## src/design/rcrp_pkg.sv

```systemverilog
// Package for the rack-constrained random placement core.
// Field widths, configuration register indexes, reset values and the
// request/status structs of the serial divider. No dependencies.
package rcrp_pkg;

  localparam int unsigned WORD_W    = 31;  // random word
  localparam int unsigned CFG_W     = 6;   // every configuration register
  localparam int unsigned CFG_IDX_W = 4;   // configuration register index
  localparam int unsigned NODE_O_W  = 5;   // placed_node port
  localparam int unsigned SLOT_W    = 5;   // chunk_slot port and slot counter
  localparam int unsigned STEP_W    = 5;   // divider step count

  typedef enum logic [CFG_IDX_W-1:0] {
    CFG_NODE_COUNT        = 4'd0,
    CFG_NODES_PER_RACK    = 4'd1,
    CFG_CHUNKS_PER_STRIPE = 4'd2,
    CFG_MAX_PER_RACK      = 4'd3
  } cfg_idx_e;

  localparam logic [CFG_W-1:0] NODE_COUNT_RST        = 6'd20;
  localparam logic [CFG_W-1:0] NODES_PER_RACK_RST    = 6'd4;
  localparam logic [CFG_W-1:0] CHUNKS_PER_STRIPE_RST = 6'd17;
  localparam logic [CFG_W-1:0] MAX_PER_RACK_RST      = 6'd5;

  typedef struct packed {
    logic              start;
    logic [STEP_W-1:0] steps;
  } sdiv_req_t;

  typedef struct packed {
    logic busy;
    logic done;
  } sdiv_sts_t;

endpackage

```

## src/design/rack_constrained_random_placement_core.sv

```systemverilog
// Top level of the rack-constrained random placement core: pool memory,
// rack counters, sequencer and output register. Depends on rcrp_pkg and
// rcrp_serdiv.
//
//   channel  | handshake                | payload
//   ---------+--------------------------+----------------------------------------
//   input    | in_valid_i / in_stall_o  | random_word_i
//   output   | out_valid_o / out_stall_i| placed_node_o, chunk_slot_o, last_of_stripe_o
//   config   | cfg_valid_i / cfg_ready_o| cfg_index_i, cfg_data_i
//
// One item at a time. An item passes through serial modulo in the shared
// divider, a pool read, serial rack division, then rack check, swap and
// output load; the input is freed once the result is loaded into the output
// register. A rejected draw ends after the rack check with no result and frees
// the input. The output register lets the next item start while a result is
// still stalled; an item whose result finds that register full waits in place.
// Reset clears the pool valid bits and rack counters at once; no clearing pass
// is needed.
module rack_constrained_random_placement_core import rcrp_pkg::*; #(
  parameter int unsigned MAX_NODES = 32,
  parameter int unsigned MAX_RACKS = 8
) (
  input  logic                 clk_i,
  input  logic                 rst_ni,
  input  logic                 in_valid_i,
  output logic                 in_stall_o,
  input  logic [WORD_W-1:0]    random_word_i,
  output logic                 out_valid_o,
  input  logic                 out_stall_i,
  output logic [NODE_O_W-1:0]  placed_node_o,
  output logic [SLOT_W-1:0]    chunk_slot_o,
  output logic                 last_of_stripe_o,
  input  logic                 cfg_valid_i,
  output logic                 cfg_ready_o,
  input  logic [CFG_IDX_W-1:0] cfg_index_i,
  input  logic [CFG_W-1:0]     cfg_data_i
);

  localparam int unsigned NW = $clog2(MAX_NODES);
  localparam int unsigned FW = $clog2(MAX_NODES + 1);
  localparam int unsigned VW = (FW > CFG_W) ? FW : CFG_W;
  localparam int unsigned RW = (MAX_RACKS > 1) ? $clog2(MAX_RACKS) : 1;
  localparam int unsigned FreeRstInt =
    (int'(NODE_COUNT_RST) > MAX_NODES) ? MAX_NODES : int'(NODE_COUNT_RST);
  localparam logic [FW-1:0] FREE_RST = FW'(FreeRstInt);

  typedef enum logic [7:0] {
    S_IDLE = 8'b0000_0001,
    S_MOD  = 8'b0000_0010,
    S_NODE = 8'b0000_0100,
    S_DIV  = 8'b0000_1000,
    S_TEST = 8'b0001_0000,
    S_SWAP = 8'b0010_0000,
    S_OUT  = 8'b0100_0000,
    S_RSV  = 8'b1000_0000
  } state_e;

  state_e            state_q, state_d;

  logic [CFG_W-1:0]  node_count_q, per_rack_q, chunks_q, max_rack_q;
  logic [FW-1:0]     free_left_q;
  logic [SLOT_W-1:0] next_slot_q;
  logic              vld_q [MAX_NODES];
  logic [CFG_W-1:0]  usage_q [MAX_RACKS];
  logic              out_valid_q;

  logic [NW-1:0]     mem_q [MAX_NODES];
  logic [NW-1:0]     rd_q, rd_idx_q;
  logic              rdv_q;
  logic [NW-1:0]     pick_q, node_q;
  logic [RW-1:0]     rack_q;
  logic [SLOT_W-1:0] res_slot_q;
  logic              res_last_q;
  logic [NODE_O_W-1:0] out_node_q;
  logic [SLOT_W-1:0] out_slot_q;
  logic              out_last_q;

  sdiv_req_t         div_req;
  sdiv_sts_t         div_sts;
  logic [WORD_W-1:0] div_dividend, div_quot;
  logic [VW-1:0]     div_divisor, div_rem;

  logic              in_acc, cfg_we, out_load, restart;
  logic [FW-1:0]     free_m1, restart_free;
  logic [NW-1:0]     rd_addr, rd_val;
  logic [CFG_W-1:0]  per_eff;
  logic [NW-1:0]     q_node;
  logic [RW-1:0]     rack_w;
  logic              reject, last_w;

  function automatic logic [FW-1:0] eff_nodes(logic [CFG_W-1:0] n);
    eff_nodes = (32'(n) > MAX_NODES) ? FW'(MAX_NODES) : FW'(n);
  endfunction

  assign cfg_ready_o = 1'b1;
  assign cfg_we      = cfg_valid_i && cfg_ready_o;
  assign in_stall_o  = (state_q != S_IDLE);
  assign in_acc      = in_valid_i && !in_stall_o;
  assign out_load    = (state_q == S_OUT) && (!out_valid_q || !out_stall_i);

  assign free_m1 = free_left_q - FW'(1);
  assign per_eff = (per_rack_q == '0) ? CFG_W'(1) : per_rack_q;
  assign rd_val  = rdv_q ? rd_q : rd_idx_q;  // never written: entry holds its index
  assign q_node  = div_quot[NW-1:0];
  assign rack_w  = (32'(q_node) > MAX_RACKS - 1) ? RW'(MAX_RACKS - 1) : RW'(q_node);
  assign reject  = (usage_q[rack_q] >= max_rack_q);
  assign last_w  = ((7'(next_slot_q) + 7'd1) >= 7'(chunks_q)) || (free_left_q == FW'(1));

  // read the pick on modulo completion, the tail entry on a passing rack check
  assign rd_addr = (state_q == S_TEST) ? free_m1[NW-1:0] : div_rem[NW-1:0];

  // divider: modulo by pool size first, then node divided by rack width
  always_comb begin
    div_req.start = 1'b0;
    div_req.steps = STEP_W'(WORD_W);
    div_dividend  = random_word_i;
    div_divisor   = VW'(free_left_q);
    if (state_q == S_NODE || state_q == S_DIV) begin
      div_divisor = VW'(per_eff);
    end
    if (state_q == S_IDLE) begin
      div_req.start = in_acc && (free_left_q != '0);
    end else if (state_q == S_NODE) begin
      div_req.start = 1'b1;
      div_req.steps = STEP_W'(NW);
      div_dividend  = WORD_W'(rd_val) << (WORD_W - NW);
    end
  end

  rcrp_serdiv #(
    .VW (VW)
  ) u_serdiv (
    .clk_i      (clk_i),
    .rst_ni     (rst_ni),
    .req_i      (div_req),
    .dividend_i (div_dividend),
    .divisor_i  (div_divisor),
    .sts_o      (div_sts),
    .quot_o     (div_quot),
    .rem_o      (div_rem)
  );

  always_comb begin
    state_d = state_q;
    unique case (state_q)
      S_IDLE: if (div_req.start) state_d = S_MOD;
      S_MOD:  if (div_sts.done) state_d = S_NODE;
      S_NODE: state_d = S_DIV;
      S_DIV:  if (div_sts.done) state_d = S_TEST;
      S_TEST: state_d = reject ? S_IDLE : S_SWAP;
      S_SWAP: state_d = S_OUT;
      S_OUT:  if (out_load) state_d = S_IDLE;
      default: state_d = S_IDLE;
    endcase
  end

  always_comb begin
    restart      = 1'b0;
    restart_free = eff_nodes(node_count_q);
    if (cfg_we && cfg_index_i == CFG_NODE_COUNT) begin
      restart      = 1'b1;
      restart_free = eff_nodes(cfg_data_i);
    end else if (state_q == S_SWAP && last_w) begin
      restart = 1'b1;
    end
  end

  always_ff @(posedge clk_i or negedge rst_ni) begin
    if (!rst_ni) begin
      state_q      <= S_IDLE;
      node_count_q <= NODE_COUNT_RST;
      per_rack_q   <= NODES_PER_RACK_RST;
      chunks_q     <= CHUNKS_PER_STRIPE_RST;
      max_rack_q   <= MAX_PER_RACK_RST;
      free_left_q  <= FREE_RST;
      next_slot_q  <= '0;
      out_valid_q  <= 1'b0;
      for (int i = 0; i < MAX_NODES; i++) vld_q[i] <= 1'b0;
      for (int i = 0; i < MAX_RACKS; i++) usage_q[i] <= '0;
    end else begin
      state_q <= state_d;
      if (cfg_we) begin
        unique case (cfg_index_i)
          CFG_NODE_COUNT:        node_count_q <= cfg_data_i;
          CFG_NODES_PER_RACK:    per_rack_q   <= cfg_data_i;
          CFG_CHUNKS_PER_STRIPE: chunks_q     <= cfg_data_i;
          CFG_MAX_PER_RACK:      max_rack_q   <= cfg_data_i;
          default: ;  // drop writes beyond the register list
        endcase
      end
      if (restart) begin
        for (int i = 0; i < MAX_NODES; i++) vld_q[i] <= 1'b0;
        for (int i = 0; i < MAX_RACKS; i++) usage_q[i] <= '0;
        free_left_q <= restart_free;
        next_slot_q <= '0;
      end else if (state_q == S_SWAP) begin
        vld_q[pick_q]   <= 1'b1;
        usage_q[rack_q] <= usage_q[rack_q] + CFG_W'(1);
        free_left_q     <= free_m1;
        next_slot_q     <= next_slot_q + SLOT_W'(1);
      end
      if (out_load) begin
        out_valid_q <= 1'b1;
      end else if (!out_stall_i) begin
        out_valid_q <= 1'b0;
      end
    end
  end

  always_ff @(posedge clk_i) begin
    rd_q     <= mem_q[rd_addr];
    rdv_q    <= vld_q[rd_addr];
    rd_idx_q <= rd_addr;
    if (state_q == S_MOD && div_sts.done) pick_q <= div_rem[NW-1:0];
    if (state_q == S_NODE) node_q <= rd_val;
    if (state_q == S_DIV && div_sts.done) rack_q <= rack_w;
    if (state_q == S_SWAP) begin
      // move the tail entry into the picked slot
      mem_q[pick_q] <= rd_val;
      res_slot_q    <= next_slot_q;
      res_last_q    <= last_w;
    end
    if (out_load) begin
      out_node_q <= NODE_O_W'(node_q);
      out_slot_q <= res_slot_q;
      out_last_q <= res_last_q;
    end
  end

  assign out_valid_o      = out_valid_q;
  assign placed_node_o    = out_node_q;
  assign chunk_slot_o     = out_slot_q;
  assign last_of_stripe_o = out_last_q;

  a_swap_in_pool: assert property (@(posedge clk_i) disable iff (!rst_ni)
    state_q == S_SWAP |-> (FW'(pick_q) < free_left_q))
    else $error("picked slot lies outside the free pool");

  a_done_in_wait: assert property (@(posedge clk_i) disable iff (!rst_ni)
    div_sts.done |-> (state_q == S_MOD || state_q == S_DIV))
    else $error("divider finished outside a wait state");

  a_accept_div_idle: assert property (@(posedge clk_i) disable iff (!rst_ni)
    in_acc |-> !div_sts.busy)
    else $error("input transfer while the divider is busy");

  a_out_after_swap: assert property (@(posedge clk_i) disable iff (!rst_ni)
    (state_q == S_OUT) && !$past(state_q == S_OUT) |-> $past(state_q == S_SWAP))
    else $error("result raised without a pool swap");

endmodule

```

## src/design/rcrp_serdiv.sv

```systemverilog
// Bit-serial restoring divider: one quotient bit per cycle.
// Dividend enters left-aligned; after N steps the low N bits hold the
// quotient. Depends on rcrp_pkg.
module rcrp_serdiv import rcrp_pkg::*; #(
  parameter int unsigned VW = 9
) (
  input  logic              clk_i,
  input  logic              rst_ni,
  input  sdiv_req_t         req_i,
  input  logic [WORD_W-1:0] dividend_i,
  input  logic [VW-1:0]     divisor_i,
  output sdiv_sts_t         sts_o,
  output logic [WORD_W-1:0] quot_o,
  output logic [VW-1:0]     rem_o
);

  logic [WORD_W-1:0] sh_q;
  logic [VW-1:0]     rem_q;
  logic [STEP_W-1:0] cnt_q;
  logic              busy_q, done_q;
  logic [VW:0]       trial, diff;
  logic              ge;

  always_comb begin
    trial = {rem_q, sh_q[WORD_W-1]};
    diff  = trial - {1'b0, divisor_i};
    ge    = (trial >= {1'b0, divisor_i});
  end

  always_ff @(posedge clk_i or negedge rst_ni) begin
    if (!rst_ni) begin
      busy_q <= 1'b0;
      done_q <= 1'b0;
      cnt_q  <= '0;
    end else if (req_i.start) begin
      busy_q <= 1'b1;
      done_q <= 1'b0;
      cnt_q  <= req_i.steps;
    end else if (busy_q) begin
      cnt_q <= cnt_q - STEP_W'(1);
      if (cnt_q == STEP_W'(1)) begin
        busy_q <= 1'b0;
        done_q <= 1'b1;
      end
    end else begin
      done_q <= 1'b0;
    end
  end

  // shift the quotient bit in from the right as the dividend leaves
  always_ff @(posedge clk_i) begin
    if (req_i.start) begin
      sh_q  <= dividend_i;
      rem_q <= '0;
    end else if (busy_q) begin
      sh_q  <= {sh_q[WORD_W-2:0], ge};
      rem_q <= ge ? diff[VW-1:0] : trial[VW-1:0];
    end
  end

  assign sts_o.busy = busy_q;
  assign sts_o.done = done_q;
  assign quot_o     = sh_q;
  assign rem_o      = rem_q;

endmodule
```

## config.mk

```make
export PLATFORM = sky130hd
export DESIGN_NAME = rack_constrained_random_placement_core
export DESIGN_NICKNAME = d
export VERILOG_FILES = /design/src/design/rcrp_pkg.sv /design/src/design/rack_constrained_random_placement_core.sv /design/src/design/rcrp_serdiv.sv
export SDC_FILE = /design/constraint.sdc
export NUM_CORES = 1
export LEC_CHECK = 0
export BUFFER_PORTS_ARGS = -buffer_cell sky130_fd_sc_hd__buf_2
export CORE_MARGIN = 2
export CORE_UTILIZATION = 35
export CTS_CLUSTER_SIZE = 24
export DETAILED_ROUTE_END_ITERATION = 8
export PLACE_DENSITY = 0.5
export SLEW_MARGIN = 20
export SYNTH_ARGS = -nofsm -noshare
export SYNTH_HDL_FRONTEND = slang
export SYNTH_SLANG_ARGS = --single-unit
```

## constraint.sdc

```tcl
create_clock -name clk_i -period 6.5 [get_ports clk_i]
set_input_delay 0.325 -clock clk_i [delete_from_list [all_inputs] [get_ports clk_i]]
set_output_delay 0.325 -clock clk_i [all_outputs]
set_load 0.01 [all_outputs]
```

Word level (Yosys, flattened, before mapping)
Memories as Yosys holds them, arrays and structs flattened. A register that Yosys moved wholly into a read port is not among the register bits. Cells that the tools add are included. Widths: inputs -> output; s select.

Memories: 1. Output and inout bits: 14. RAM bits: 160. Flip-flop bits (word level): 204. Logic and storage cells: 183.

Magnitude comparators: 11. Equality and inequality tests: 19. Add/subtract/negate cells: 6. Reduce and logical (&&, ||, !) cells: 25. Bitwise gates (word level): 4. Multiplexer cells: 54.

Memory list: mem_q (depth 32, bits a word 5, read ports 1, clocked after memory_dff 1, write ports 1, RTL line rack_constrained_random_placement_core.sv:67) `logic [NW-1:0] mem_q [MAX_NODES];`.

Operators with widths (count): $mux 31 (4); $mux 48 (2); $mux 6 (13); $mux 32 (2); $pmux 8 s7 (1); $bwmux 48 (1); $mux 5 (7); $mux 8 (4); $or 32x32->32 (1); $bmux 6 s3 (1); $demux 6 s3 (1); $mux 1 (16); $ge 6x6->1 (2); $ge 6x6->1 const B (2); $gt 6x6->1 const B (2); $not 5->6 (2); $logic_and 1x1->1 (9); $eq 4x2->1 const B (2); $eq 8x1->1 const B (1); $eq 8x2->1 const B (1); $eq 8x3->1 const B (1); $eq 8x4->1 const B (1); $eq 8x5->1 const B (1); $eq 8x6->1 const B (1); other kinds (30) (41).

Depth between registers and ports, before layout
Depth in word-level cells: 8. Mapped depth: 15.

Modules after synthesis
From an unflattened synthesis, not the netlist that was laid out.

Cell total of the unflattened synthesis: 1455. Area, all modules: 16747.3 µm².

Modules (own cells, without submodules): rack_constrained_random_placement_core (area an instance 14510.2 µm², seq. area each 9016.1 µm², cells an instance 1279, instances 1); rcrp_serdiv (area an instance 2237.1 µm², seq. area each 1226.2 µm², cells an instance 176, instances 1).

Least setup slack after synthesis
Ideal clock, no wire load.

Path type: reg-to-reg. From: register state_q[6]. To: register u_serdiv.rem_q[1] (netlist: u_serdiv.rem_o[1]). Cell stages (with the launch flop): 14. Period minus slack after synthesis: 3.299 ns. Arrival time: 3.167 ns. Data required time: 6.368 ns. Slack: 3.201 ns. Cells stage by stage: dfrtp_1 > nor3_1 > nand4b_1 > and2_1 > clkbuf_1 > mux2i_1 > ha_1 > nor2b_1 > o21ai_0 > a21boi_0 > o31a_1 > nor2_1 > mux2i_1 > a21oi_1.

Word-level cells in the longest chain between the ends: 5. Elaborated cells between the ends (all ways): 14. Those cells by class: add/sub (1); order compare (1); eq/ne (4); mux (4); reduce/logical (4).

Ends and longest elaborated chain: start: declaration (RTL line rack_constrained_random_placement_core.sv:58) `state_e state_q, state_d;`; start signal: assignment (RTL line rack_constrained_random_placement_core.sv:181) `state_q <= state_d;`; $eq 8x3->1 (tied with other cells) (RTL line rack_constrained_random_placement_core.sv:118, rack_constrained_random_placement_core.sv:123); $logic_or 1x1->1 or $logic_not 1->1 (tied branches) (RTL line rack_constrained_random_placement_core.sv:118, rack_constrained_random_placement_core.sv:98); $mux 6 or $logic_and 1x1->1 (tied branches) (RTL line rack_constrained_random_placement_core.sv:118, rack_constrained_random_placement_core.sv:98); $sub 6x6->6 (tied with other cells) (RTL line rcrp_serdiv.sv:26) `diff = trial - {1'b0, divisor_i};`; $mux 6 or $mux 1 (tied branches) (RTL line rcrp_serdiv.sv:57, rack_constrained_random_placement_core.sv:121); end signal: assignment (RTL line rcrp_serdiv.sv:57) `rem_q <= ge ? diff[VW-1:0] : trial[VW-1:0];`; end: declaration (RTL line rcrp_serdiv.sv:18) `logic [VW-1:0] rem_q;`.

Parallel ways exist; a longest one is shown, timed or not. A chain may end at the register's enable or synchronous reset.

Worst setup path in the final report
From: register state_q[6]. To: register u_serdiv.rem_q[4] (netlist: u_serdiv.rem_o[4]).

The elaborated chain is that of the path after synthesis.

==> impl_metrics.env <==
export IMPL_status="completed"
export IMPL_static_leakage_power_uw=0.00694
export IMPL_clock_sinks=368
export IMPL_grt_antenna_before_repair=0
export IMPL_hold_path_startpoint="cfg_data_i[4]"
export IMPL_wl_met1_mm=18.9
export IMPL_post_cts_setup_buffers=0
export IMPL_first_pass_iters=5
export IMPL_post_route_drc_count=0
export IMPL_period_needed_ns=4.13
export IMPL_cts_made_buffers=40
export IMPL_drv_slew=0
export IMPL_fmaxAchievable_mhz=242
export IMPL_synthXorXnorAreaFrac_pct=0.911
export IMPL_post_dp_hpwl_mm=26.6
export IMPL_gr_usage_all_layers_pct=17.3
export IMPL_startpoint_type="flip-flop"
export IMPL_drt_total_wl_mm=40.8
export IMPL_basic_gate_share_of_the_synthesized_area_counting_and_or_nand_and_nor_cells_pct=13.7
export IMPL_synthMostInstantiatedCell="nand2_1"
export IMPL_synthesis_yosys_warnings=0
export IMPL_met2WireLength_mm=19.1
export IMPL_top_fanout_value_on_the_critical_path=30
export IMPL_path_clk_slew_ns=0.06
export IMPL_grt_overflow_total=0
export IMPL_setup_viol=0
export IMPL_grt_start_max_net_pins=76
export IMPL_synthesized_area_per_cell_um2=11.9
export IMPL_cp_data_arrival_time_ns=4.55
export IMPL_path_cells="nor3_1 -> nand4b_1 -> buf_4 -> and2_1 -> mux2i_1 -> ha_1 -> nor2b_1 -> o21ai_0 -> a21boi_0 -> o31a_1 -> nor2_1 -> mux2i_1 -> a21oi_1"
export IMPL_core_area_um2=45600
export IMPL_seq_area_frac_synth_pct=63.2
export IMPL_worst_setup_path_end_kind="flip-flop"
export IMPL_adder_and_majority_cell_fraction_of_the_synthesized_area_pct=1.98
export IMPL_critPathBufInv=1
export IMPL_synthTopCellsByCount="nand2_1, edfxtp_1, dfrtp_1"
export IMPL_num_nets_final=1475
export IMPL_height_of_the_chip_um=219
export IMPL_critical_path_startpoint="state_q[6]$_DFFE_PN0P_"
export IMPL_initial_utilization_pct=35.6
export IMPL_synth_edff_count=221
export IMPL_finalWeightedCongestion=0.823
export IMPL_synth_top_area_share_pct=40.9
export IMPL_max_clock_path_buffers=3
export IMPL_insertion_delay_ns=0.54
export IMPL_timing_critical_path_slowest_stage_cell="nor3_1"
export IMPL_reg2reg_from="state_q[6]$_DFFE_PN0P_"
export IMPL_multiInputGateArea_um2=5500
export IMPL_max_cap_violations=0
export IMPL_tns_ns=0
export IMPL_drive_gt1_share_pct=13.5
export IMPL_post_synth_instance_area_um2=16200
export IMPL_route_vias_total=10800
export IMPL_num_antenna_cells=0
export IMPL_boundaryPins=60
export IMPL_slew_headroom_pct=25.7
export IMPL_worstHoldPathType="input port to flip-flop"
export IMPL_crit_path_leading_delay_family="simple AND/OR/NAND/NOR gates"
export IMPL_die_area_um2=48000
export IMPL_sequential_cell_area_um2=10200
export IMPL_post_synth_inst_count=1361
export IMPL_synth_mux_area_fraction_pct=3.50
export IMPL_clock_skew_final_ns=0.00963
export IMPL_worst_setup_path_type="flip-flop to flip-flop"
export IMPL_async_reset_ff_share_pct=35.3
export IMPL_highest_layer="met4"
export IMPL_largest_family_of_logic_cells_by_synthesized_area="simple AND/OR/NAND/NOR gates"
export IMPL_netlist_cell_type_count=65
export IMPL_ant_nets=0
export IMPL_finalHoldViolCount=0
export IMPL_first_iter_violations=752
export IMPL_worstMarginPinSlew_ns=1.11
export IMPL_area_growth_synth_to_final_pct=13.2
export IMPL_placement_rows=78
export IMPL_synth_top_cells_by_area="edfxtp_1, dfrtp_1, nand2_1"
export IMPL_root_buffer="clkbuf_16"
export IMPL_tritoncts="done"
export IMPL_buffer_ports_inserted=58
export IMPL_fill_cells=4351
export IMPL_synth_net_count=1432
export IMPL_critical_path_top_cell_by_count="mux2i_1"
export IMPL_ys_seq_elements=368
export IMPL_ys_dominant_reg_cell="edfxtp_1"
export IMPL_finalCritPeriodShare_pct=63.6
export IMPL_avgRoutedWirePerCell_um=20.1
export IMPL_total_power_uw=7200
export IMPL_grt_first_pass_wirelength_mm=64.2
export IMPL_critical_path_required_ns=6.92
export IMPL_power_per_cell_area_nw_per_um2=392
export IMPL_rsz0062_at_grt="false"
export IMPL_detailroute_wirelength_met3_mm=1.68
export IMPL_h_tree_depth=2
export IMPL_vias_per_cell=5.30
export IMPL_synth_compound_area_share_pct=13.7
export IMPL_first_global_vias=11000
export IMPL_max_stage_delay_ns=0.52
export IMPL_synth_top_cell_by_area="edfxtp_1"
export IMPL_max_vdd_ir_drop_mv=0.197
export IMPL_die_width_um=219
[area by class of cell]
cell class                      count  share of cell area, %
Inverter                           34                  0.696
Clock inverter                     13                  0.361
Clock buffer                       59                   6.74
Timing Repair Buffer               75                   2.33
Multi-Input combinational cell    885                   30.0
Sequential cell                   368                   55.8
Tap cell                          600                   4.09
[logic make-up after synthesis]
kind of cell | Yosys count
AND/OR/NAND/NOR | 486
AO/OA/AOI/OAI | 311
other | 1
adder cells (fa/ha/maj) | 25
buffers and inverters | 108
multiplexers | 46
XOR/XNOR | 16
flip-flops | 368
[timing repair]
item / in CTS / in global routing
hold buffers: 1 / 0
endpoints found under the hold margin: 55 / 0
resized for setup: 0 / 0
[metrics by stage]
| step | instances | setup slack, ns | area [um^2] | hold slack, ns | util, % |
|---|---|---|---|---|---|
| floorplan | 1361 | 3.20 | 16200 | 0.0294 | - |
| global placement | 1961 | 2.40 | 17000 | 0.326 | 37.4 |
| detailed placement | 1961 | 2.37 | 17000 | 0.329 | 37.4 |
| CTS | 2034 | 2.36 | 18300 | 0.00175 | 40.3 |
| global route | 2034 | 2.04 | 18300 | 0.0270 | 40.3 |
| finish | 2034 | 2.37 | 18300 | 0.0274 | 40.3 |
[worst paths after layout]
check | depth (start not counted) | slack, ns | to
max | 13 | 2.37 | u_serdiv.rem_o[4]$_SDFFE_PP0P_
min | 3 | 0.03 | node_count_q[4]$_DFFE_PN1P_
max reg2reg | 13 | 2.37 | u_serdiv.rem_o[4]$_SDFFE_PP0P_
min reg2reg | 0 | 0.41 | placed_node_o[3]$_DFFE_PP_
max in group asynchronous | 3 | 4.76 | u_serdiv.cnt_q[2]$_DFFE_PN0P_
min in group asynchronous | 2 | 0.35 | usage_q[2]$_DFFE_PN0P_
[cell usage in the layout (no fill, tap or decap), types with 8 or more instances in the layout]
| cell | synthesis | routed |
|---|---|---|
| buf_4 | 12 | 16 |
| a32o_1 | 8 | 8 |
| mux2i_1 | 15 | 15 |
| nand4_1 | 14 | 14 |
| o21ai_0 | 80 | 80 |
| xnor2_1 | 10 | 10 |
| dfstp_2 | 10 | 10 |
| inv_1 | 29 | 28 |
| dfxtp_1 | 17 | 17 |
| a22o_1 | 22 | 22 |
| nand2_1 | 245 | 245 |
| a221oi_1 | 10 | 10 |
| edfxtp_1 | 221 | 221 |
| nand3_1 | 63 | 63 |
| clkinv_2 | 0 | 8 |
| nor4_1 | 16 | 16 |
| a2111oi_0 | 44 | 44 |
| clkbuf_16 | 0 | 43 |
| ha_1 | 24 | 24 |
| nand3b_1 | 12 | 12 |
| dfrtp_1 | 120 | 120 |
| mux2_2 | 25 | 25 |
| nor3_1 | 9 | 9 |
| buf_2 | 24 | 57 |
| clkbuf_8 | 0 | 10 |
| a21oi_1 | 22 | 22 |
| o21a_1 | 35 | 35 |
| nor2_1 | 74 | 74 |
| a21boi_0 | 48 | 48 |
[flip-flops by register name (all words and copies together), names as in the netlist, 3 cells and up]
| signal | flops |
|---|---|
| chunk_slot_o | 5 |
| chunks_q | 6 |
| free_left_q | 6 |
| max_rack_q | 6 |
| mem_q | 160 |
| next_slot_q | 5 |
| node_count_q | 6 |
| node_q | 5 |
| per_rack_q | 6 |
| pick_q | 5 |
| placed_node_o | 5 |
| rack_q | 3 |
| rd_idx_q | 5 |
| rd_q | 5 |
| res_slot_q | 5 |
| state_q | 7 |
| u_serdiv.cnt_q | 5 |
| u_serdiv.quot_o | 31 |
| u_serdiv.rem_o | 6 |
| usage_q | 48 |
| vld_q | 32 |
[metal layers]
metal,vias up,GRT usage (%)
met5,-,0
met4,0,5.52
met3,67,2.95
met2,230,27.7
met1,5357,24.0
li1,5132,-
[power by group]
part           total (uW)  switching, uW  leakage [uW]  internal [uW]
logic                1830           1310       0.00237            522
clock network        2230            918      0.000645           1320
registers            3140            138       0.00392           3000
[worst register-to-register path: cells and delay by family (launching register included)]
family,cells,cell delay [ns]
AO/OA/AOI/OAI,4,0.81
adder cells (fa/ha/maj),1,0.32
buffers and inverters,1,0.26
flip-flops,1,0.41
multiplexers,2,0.63
AND/OR/NAND/NOR,5,1.57
(Power assumes the default switching activity.)
